--- config.mk ---
export PLATFORM = sky130hd
export DESIGN_NAME = gate_motor_controller_fsm
export DESIGN_NICKNAME = d
export VERILOG_FILES = /design/src/sv/gmc_pkg.sv /design/src/sv/gate_motor_controller_fsm.sv
export VERILOG_INCLUDE_DIRS = /design/src /design/src/sv
export SDC_FILE = /design/constraint.sdc
export NUM_CORES = 1
export LEC_CHECK = 0
export ABC_AREA = 1
export BUFFER_PORTS_ARGS = -buffer_cell sky130_fd_sc_hd__buf_2
export CAP_MARGIN = 25
export CORE_MARGIN = 3
export CORE_UTILIZATION = 45
export DETAILED_ROUTE_END_ITERATION = 10
export PLACE_DENSITY = 0.69
export SYNTH_ARGS = -nofsm -noshare
export SYNTH_HDL_FRONTEND = slang
export SYNTH_SLANG_ARGS = --single-unit
export TNS_END_PERCENT = 20
--- constraint.sdc ---
create_clock -name clk -period 3.6 [get_ports clk]
set_input_delay 0.54 -clock clk [delete_from_list [all_inputs] [get_ports clk]]
set_output_delay 0.54 -clock clk [all_outputs]
set_load 0.02 [all_outputs]
--- src/sv/gate_motor_controller_fsm_assert.svh ---
// Assertion macros used by the gate motor controller RTL.
`ifndef GATE_MOTOR_CONTROLLER_FSM_ASSERT_SVH
`define GATE_MOTOR_CONTROLLER_FSM_ASSERT_SVH

`ifndef SYNTHESIS

// Same-cycle implication, disabled during reset.
`define GMC_ASSERT_NOW(label, ante, cons, msg) \
  label: assert property (@(posedge clk) disable iff (!rst_n) (ante) |-> (cons)) \
    else $error(msg);

// Next-cycle implication, disabled during reset.
`define GMC_ASSERT_NEXT(label, ante, cons, msg) \
  label: assert property (@(posedge clk) disable iff (!rst_n) (ante) |=> (cons)) \
    else $error(msg);

`else

`define GMC_ASSERT_NOW(label, ante, cons, msg)
`define GMC_ASSERT_NEXT(label, ante, cons, msg)

`endif

`endif

--- src/sv/gmc_pkg.sv ---
// Types, codes and helpers for the gate motor controller.
package gmc_pkg;

  // External state codes as reported on the result beat
  localparam logic [2:0] GS_STOP_OPEN   = 3'd0;
  localparam logic [2:0] GS_STOP_CLOSE  = 3'd1;
  localparam logic [2:0] GS_OPEN        = 3'd2;
  localparam logic [2:0] GS_CLOSE       = 3'd3;
  localparam logic [2:0] GS_REVERSE     = 3'd4;
  localparam logic [2:0] GS_OPEN_LIMIT  = 3'd5;
  localparam logic [2:0] GS_CLOSE_LIMIT = 3'd6;

  typedef enum logic [6:0] {
    ST_STOP_OPEN   = 7'b0000001,
    ST_STOP_CLOSE  = 7'b0000010,
    ST_OPEN        = 7'b0000100,
    ST_CLOSE       = 7'b0001000,
    ST_REVERSE     = 7'b0010000,
    ST_OPEN_LIMIT  = 7'b0100000,
    ST_CLOSE_LIMIT = 7'b1000000
  } gate_st_t;

  typedef enum logic [1:0] {
    DRIVE_STOP  = 2'd0,
    DRIVE_OPEN  = 2'd1,
    DRIVE_CLOSE = 2'd2
  } drive_t;

  // One input beat, decoded into named fields
  typedef struct packed {
    logic stop;
    logic open_limit;
    logic close_limit;
    logic reverse_delay_done;
    logic open_request;
    logic aux_open_request;
    logic single_button;
    logic close_request;
    logic reverse_request;
    logic reverse_pause_done;
  } gmc_in_t;

  function automatic logic [2:0] state_code(gate_st_t st);
    logic [2:0] code;
    case (st)
      ST_STOP_OPEN:   code = GS_STOP_OPEN;
      ST_STOP_CLOSE:  code = GS_STOP_CLOSE;
      ST_OPEN:        code = GS_OPEN;
      ST_CLOSE:       code = GS_CLOSE;
      ST_REVERSE:     code = GS_REVERSE;
      ST_OPEN_LIMIT:  code = GS_OPEN_LIMIT;
      ST_CLOSE_LIMIT: code = GS_CLOSE_LIMIT;
      default:        code = GS_STOP_OPEN;
    endcase
    return code;
  endfunction

endpackage

--- src/sv/gate_motor_controller_fsm.sv ---
// Gate motor controller: seven-state drive sequencer with registered result.
//
// Usage:
//   Input channel (in_*): one beat per tick carries the qualified switch
//   levels and the two timer-done flags. Result channel (out_*): one beat
//   per input beat carries motor drive, the two timer-clear strobes and the
//   gate state after the tick.
//   Path: an accepted beat goes through one input register, then one result
//   register. Throughput: one beat per clock while out_tready is high. The
//   rate is set by the next-state logic around the single state register,
//   which updates when a beat moves from the input register into the result
//   register.
//   Drive and clear strobes come from the state held before the tick;
//   gate_state reports the state after it.
//   Reset (rst_n low, synchronous): both stages empty, state set to stopped
//   after opening.
//   Stall: while out_tready is low a waiting result holds; the input register
//   still takes one more beat, then in_tready drops until the result drains.
module gate_motor_controller_fsm
  import gmc_pkg::*;
(
  input  logic        clk,
  input  logic        rst_n,
  input  logic        in_tvalid,
  output logic        in_tready,
  // [0] stop_switch [1] stop_button [2] open_limit [3] close_limit
  // [4] reverse_delay_done [5] open_request [6] aux_open_request
  // [7] single_button [8] close_request [9] reverse_request
  // [10] reverse_pause_done [15:11] zero
  input  logic [15:0] in_tdata,
  output logic        out_tvalid,
  input  logic        out_tready,
  // [1:0] motor_drive [2] clear_reverse_delay [3] clear_reverse_pause
  // [6:4] gate_state [7] zero
  output logic [7:0]  out_tdata
);

  // Input stage
  logic     in_valid_r;
  gmc_in_t  in_beat_r;
  gmc_in_t  in_beat_nxt;

  // Result stage
  logic       out_valid_r;
  logic       out_valid_nxt;
  drive_t     drive_r;
  logic       clr_dly_r;
  logic       clr_pause_r;

  // Controller state
  gate_st_t   state_r;
  gate_st_t   state_nxt;
  drive_t     drive_nxt;
  logic       clr_dly_nxt;
  logic       clr_pause_nxt;

  logic       advance;
  logic       open_cmd;

  // A beat moves on when the result slot is free or being drained
  assign advance   = in_valid_r && (!out_valid_r || out_tready);
  assign in_tready = !in_valid_r || advance;

  always_comb begin
    in_beat_nxt.stop               = in_tdata[0] | in_tdata[1];
    in_beat_nxt.open_limit         = in_tdata[2];
    in_beat_nxt.close_limit        = in_tdata[3];
    in_beat_nxt.reverse_delay_done = in_tdata[4];
    in_beat_nxt.open_request       = in_tdata[5];
    in_beat_nxt.aux_open_request   = in_tdata[6];
    in_beat_nxt.single_button      = in_tdata[7];
    in_beat_nxt.close_request      = in_tdata[8];
    in_beat_nxt.reverse_request    = in_tdata[9];
    in_beat_nxt.reverse_pause_done = in_tdata[10];
  end

  always_ff @(posedge clk) begin
    if (!rst_n) begin
      in_valid_r <= 1'b0;
    end else if (in_tready) begin
      in_valid_r <= in_tvalid;
    end
  end

  always_ff @(posedge clk) begin
    if (in_tvalid && in_tready) begin
      in_beat_r <= in_beat_nxt;
    end
  end

  assign open_cmd = in_beat_r.open_request | in_beat_r.aux_open_request;

  // Next state by fixed priority; outputs follow the current state
  always_comb begin
    state_nxt     = state_r;
    drive_nxt     = DRIVE_STOP;
    clr_dly_nxt   = 1'b0;
    clr_pause_nxt = 1'b0;
    case (state_r)
      ST_STOP_OPEN, ST_STOP_CLOSE: begin
        if (in_beat_r.stop) begin
          state_nxt = state_r;
        end else if (in_beat_r.open_limit) begin
          state_nxt = ST_OPEN_LIMIT;
        end else if (in_beat_r.close_limit) begin
          state_nxt = ST_CLOSE_LIMIT;
        end else if (in_beat_r.reverse_delay_done) begin
          if (open_cmd) begin
            state_nxt = ST_OPEN;
          end else if (in_beat_r.single_button) begin
            // step command toggles direction from the last stop
            state_nxt = (state_r == ST_STOP_OPEN) ? ST_CLOSE : ST_OPEN;
          end else if (in_beat_r.close_request) begin
            state_nxt = ST_CLOSE;
          end
        end
      end
      ST_OPEN: begin
        drive_nxt   = DRIVE_OPEN;
        clr_dly_nxt = 1'b1;
        if (in_beat_r.stop) begin
          state_nxt = ST_STOP_CLOSE;
        end else if (in_beat_r.open_limit) begin
          state_nxt = ST_OPEN_LIMIT;
        end else if (in_beat_r.single_button) begin
          state_nxt = ST_STOP_OPEN;
        end
      end
      ST_CLOSE: begin
        drive_nxt     = DRIVE_CLOSE;
        clr_dly_nxt   = 1'b1;
        clr_pause_nxt = 1'b1;
        if (in_beat_r.stop) begin
          state_nxt = ST_STOP_OPEN;
        end else if (in_beat_r.close_limit) begin
          state_nxt = ST_CLOSE_LIMIT;
        end else if (open_cmd) begin
          state_nxt = ST_REVERSE;
        end else if (in_beat_r.single_button) begin
          state_nxt = ST_STOP_CLOSE;
        end else if (in_beat_r.reverse_request) begin
          state_nxt = ST_REVERSE;
        end
      end
      ST_REVERSE: begin
        if (in_beat_r.reverse_pause_done) begin
          state_nxt = ST_OPEN;
        end
      end
      ST_OPEN_LIMIT: begin
        if (!(in_beat_r.stop || open_cmd || in_beat_r.reverse_request) &&
            in_beat_r.reverse_delay_done &&
            (in_beat_r.close_request || in_beat_r.single_button)) begin
          state_nxt = ST_CLOSE;
        end
      end
      ST_CLOSE_LIMIT: begin
        if (!in_beat_r.stop && in_beat_r.reverse_delay_done &&
            (open_cmd || in_beat_r.single_button)) begin
          state_nxt = ST_OPEN;
        end
      end
      default: begin
        state_nxt = ST_STOP_OPEN;
      end
    endcase
  end

  assign out_valid_nxt = advance || (out_valid_r && !out_tready);

  always_ff @(posedge clk) begin
    if (!rst_n) begin
      state_r     <= ST_STOP_OPEN;
      out_valid_r <= 1'b0;
    end else begin
      out_valid_r <= out_valid_nxt;
      if (advance) begin
        state_r <= state_nxt;
      end
    end
  end

  always_ff @(posedge clk) begin
    if (advance) begin
      drive_r     <= drive_nxt;
      clr_dly_r   <= clr_dly_nxt;
      clr_pause_r <= clr_pause_nxt;
    end
  end

  assign out_tvalid = out_valid_r;
  assign out_tdata  = {1'b0, state_code(state_r), clr_pause_r, clr_dly_r, drive_r};

`include "gate_motor_controller_fsm_assert.svh"

  // result beat reports the state the controller moved to
  `GMC_ASSERT_NEXT(a_state_reported, advance, out_tdata[6:4] == state_code(state_r), "gate_state mismatch")
  // close drive always comes with both timer clears
  `GMC_ASSERT_NOW(a_close_clears, out_valid_r && drive_r == DRIVE_CLOSE, clr_dly_r && clr_pause_r, "close without clears")
  // state only moves with a beat
  `GMC_ASSERT_NEXT(a_state_hold, !advance, $stable(state_r), "state moved without a beat")
  // a held input beat is never dropped
  `GMC_ASSERT_NEXT(a_in_kept, in_valid_r && !advance, in_valid_r, "input beat lost")

endmodule

Word-level counts from Yosys, hierarchy flattened --
Cells that the tools add are included.
Storage, ports and cells: bits in registers 23, latch bits 0, memory bits (writable) 0, ROM bits 0, input bits 20, output and inout bits 10, memories 0
Operators by class: $add $sub $neg 0, multiply operators 0, divide/modulo/power cells 0, order comparisons 0, equality and inequality tests 15, shifts and indexed selects 0, mux-type cells 24, bitwise operators 2, reductions and logical operators 22
Operator list (number):
- $mux 7 | 18
- $pmux 7 s6 | 1
- $pmux 3 s6 | 1
- $ne 6x6->1 const B | 2
- $reduce_and 9->1 | 1
- $ne 2x2->1 const B | 4
- $ne 4x4->1 const B | 2
- $eq 7x1->1 const B | 1
- $eq 7x2->1 const B | 1
- $eq 7x3->1 const B | 1
- $eq 7x4->1 const B | 1
- $eq 7x5->1 const B | 1
- $eq 7x6->1 const B | 1
- $eq 7x7->1 const B | 1
- $logic_and 1x1->1 | 7
- $logic_or 1x1->1 | 7
- $logic_not 1->1 | 5
- $mux 4 | 1
- $pmux 2 s2 | 1
- $reduce_or 2->1 | 2
- $mux 1 | 2
- $or 1x1->1 | 2

Depth between registers and ports, before layout --
depth after elaboration 9, gate-level depth with buffers 12

Worst setup path after synthesis --
Ideal clock, no wire load.
path kind reg2out, from register state_r[4], to output port out_tdata[5], arrival 1.085 ns, path slack 1.975 ns, stages on the path, launching flop included 7, path buffers 0, path through dfxtp_1 nor2_4 nand2_2 inv_2 nand2_1 nand2_1 or2_2
Between the ends: longest elaborated chain between the ends 2, elaborated cells between the ends (all ways) 7, those cells by class eq/ne (6); mux (1)
Ends and longest elaborated chain:
- from (decl) | RTL line gate_motor_controller_fsm.sv:51 | gate_st_t state_r;
- from (signal assigned) | RTL line gate_motor_controller_fsm.sv:178 | state_r <= state_nxt;
- $eq 7x7->1 (tied with other cells) | RTL line gmc_pkg.sv:45 | case (st)
- $pmux 3 s6 (*) | RTL line gmc_pkg.sv:45
- to (decl) | RTL line gate_motor_controller_fsm.sv:35 | output logic [7:0] out_tdata
Every way passes the cells marked *; elsewhere a longest branch is shown, timed or not.

Final worst setup path --
Ends and elaborated chain as after synthesis.

==> results.yml <==
outcome:
  status: "finished clean"
clock_network:
  clk_path_buf_depth: 2
  cts_root_buf: "clkbuf_4"
  holdBufCountCts: 0
  h-tree-depth: 1
  clk_latency_ns: 0.32
  cts_tree: "done"
  cts_setup_buffers: 0
  cts_buffers: 3
  cts.sinks: 22
  cts.repair.resized: 0
  cts.clk_slew.worst_paths_ns: 0.13
global_routing:
  grt_pass1_wl_um: 4064
  overflow: 0
  grt_pass1_vias: 992
  antenna_found_initial: 0
  grt_max_degree: 14
  grt.total_usage_pct: 15.23
finish:
  nFillCells: 249
  regArea_um2: 570.5
  layout.nets: 213
  multi_input_area_um2: 571.8
  area_growth_pct: 12.34
  fin_area_um2: 1446
  antenna_cells: 0
  drive_gt1_share_pct: 30.21
  fin_cells: 222
floorplanning:
  core_um2: 2590
  dieArea_um2: 3539
  io_pins: 30
  fp-row-count: 18
  die_w_um: 59.49
  die_height_um: 59.49
  initial_core_util_pct: 49.71
synth:
  synth_warnings: 0
  synth_seq_area_share_pct: 44.31
  synth_area_um2: 1287
  syn_nets: 191
  synth_area_per_cell_um2: 7.529
  synth_cells: 171
  yosysUniqueCellTypes: 23
  ys_seq_elements: 22
placed_design:
  gp_congestion: 0.9246
  placedInstanceArea_um2: 1394
  dp_cells: 218
  hpwlAfterDp_um: 1948
  io_buffer_count: 23
drt:
  drc: 0
  via_count: 1095
  wl_per_cell_um: 10.81
  drtPass1Iterations: 4
  drt-total-wl_um: 2400
  avgViaCountPerCell: 4.932
  final_antenna_net_count: 0
  first_iter_violations: 35
timing:
  finalHoldViolCount: 0
  max_slew_margin_pct: 66.30
  timing.final.crit_period_ns: 2.253
  setup_violations: 0
  fin_setup_tns_ns: 0
  fin_crit_sh_pct: 62.59
  drv_slew: 0
  whs_ns: 0.3823
  rsz0062_at_grt: "false"
  worst_pin_slew_ns: 0.5054
  clock_skew_ns: 0.01290
  max_freq_mhz: 443.8
power:
  p_seq_share_pct: 47.0
  power.total_uw: 637.7
  power_density_nw_per_um2: 440.9
  peakVddDrop_v: 0.0002733
  p_switching_uw: 190.4
  p_int_uw: 447.2
  swShare_pct: 29.86
  p_clk_share_pct: 30.2
  power_frac_comb_pct: 22.8
  p_leak_nw: 0.7163
worst_setup_path:
  cp.required_ns: 3.06
  critPathLaunchType: "flop"
  crit_type: "flop to output port"
  worstPathMaxFanout: 5
  worst_setup_path_end_kind: "output port"
  cp.arrival_ns: 1.71
  rrSetupSlack_ns: 1.87
hold_path:
  hp-class: "input pin to flop"
flow_run:
  cap_violations: 0
==> metal layers <==
layer,vias to the layer above,wire length [um],GRT usage (%)
met5,-,0,0
met4,0,54,7.595
met3,7,142,2.832
met2,37,1088,24.18
met1,481,1115,19.75
li1,570,-,-
==> stage by stage <==
step           utilization, %  setup WS [ns]
5_1_grt                 55.85          1.240
6_report                55.85          1.347
4_1_cts                 55.85          1.355
3_3_place_gp            53.82          1.650
2_1_floorplan               -          1.975
3_5_place_dp            53.82          1.618
==> cells by family (layout without fill, tap and decap cells) <==
group / after synthesis / after routing / share of synthesized area, %
buf+inv: 32 / 53 / 11.27
other cells: 1 / 1 / 0.2913
simple gates: 107 / 107 / 40.04
compound gates: 9 / 9 / 4.082
flops: 22 / 22 / 44.31
==> critical path, stage by stage (launching register included) <==
cell and delay [ns]:
dfxtp_1 0.41, nor2_4 0.07, nand2_2 0.09, inv_2 0.07, nand2_1 0.17, nand2_1 0.13
or2_2 0.29, buf_2 0.16
==> Yosys cell counts <==
| cell | number | area share (%) |
|---|---|---|
| o21bai_1 | 1 | 0.58 |
| clkinv_1 | 1 | 0.29 |
| o31ai_1 | 1 | 0.58 |
| inv_1 | 20 | 5.8 |
| nor2_2 | 7 | 3.4 |
| nand4_1 | 4 | 1.9 |
| nor2_4 | 4 | 3.5 |
| edfxtp_1 | 13 | 30 |
| buf_6 | 1 | 0.87 |
| nand2_1 | 41 | 12 |
| a21oi_1 | 6 | 2.3 |
| buf_4 | 4 | 2.3 |
| nor2_1 | 27 | 7.9 |
| inv_2 | 4 | 1.2 |
| or2_2 | 2 | 0.97 |
| nand3_1 | 9 | 3.5 |
| o21a_1 | 1 | 0.58 |
| conb_1 | 1 | 0.29 |
| clkinv_2 | 1 | 0.39 |
| nand3_2 | 2 | 1.6 |
| buf_2 | 1 | 0.39 |
| nand2_2 | 11 | 5.3 |
| dfxtp_1 | 9 | 14 |
==> placed cells by master (no fill, tap or decap), types with 3 or more instances in the layout <==
cell type  Yosys  layout
a21oi_1        6       6
nor2_4         4       4
nor2_1        27      27
dfxtp_1        9       9
nor2_2         7       7
buf_2          1      23
inv_2          4       4
edfxtp_1      13      13
nand2_1       41      41
inv_1         20      20
nand4_1        4       4
nand3_1        9       9
clkbuf_4       0       3
nand2_2       11      11
==> registers in the layout (all words and copies together) (netlist names) <==
| signal | count |
|---|---|
| in_valid_r | 1 |
| out_tvalid | 1 |
| clr_dly_r | 1 |
| in_beat_r | 10 |
| state_r | 7 |
| drive_r | 2 |
==> power groups by stage <==
stage | combinational (mW) | sequential (mW) | clock (mW)
after floorplan | 0.118 | 0.305 | 0
after CTS | 0.145 | 0.300 | 0.197
after global routing | 0.166 | 0.302 | 0.207
final | 0.145 | 0.300 | 0.193
after detailed placement | 0.145 | 0.306 | 0
after global placement | 0.143 | 0.305 | 0
==> cell type report <==
cell class              count  area share, %
clock inverters             1          2.076
well taps                  30          2.595
inverters                  26          6.834
flip-flops and latches     22          39.45
repair buffers             23          7.958
multi-input cells         117          39.53
clock buffers               3          1.557
==> worst paths after layout <==
| path | from | depth (start not counted) | endpoint |
|---|---|---|---|
| min | in_tdata[4] | 1 | in_beat_r[6]$_DFFE_PP_ |
| min reg2reg | out_tvalid$_SDFF_PN0_ | 2 | out_tvalid$_SDFF_PN0_ |
| max reg2reg | in_beat_r[9]$_DFFE_PP_ | 10 | state_r[5]$_SDFFE_PN0P_ |
| max | state_r[4]$_SDFFE_PN0P_ | 7 | out_tdata[5] |
No activity file was read; power rests on OpenSTA's default activity.
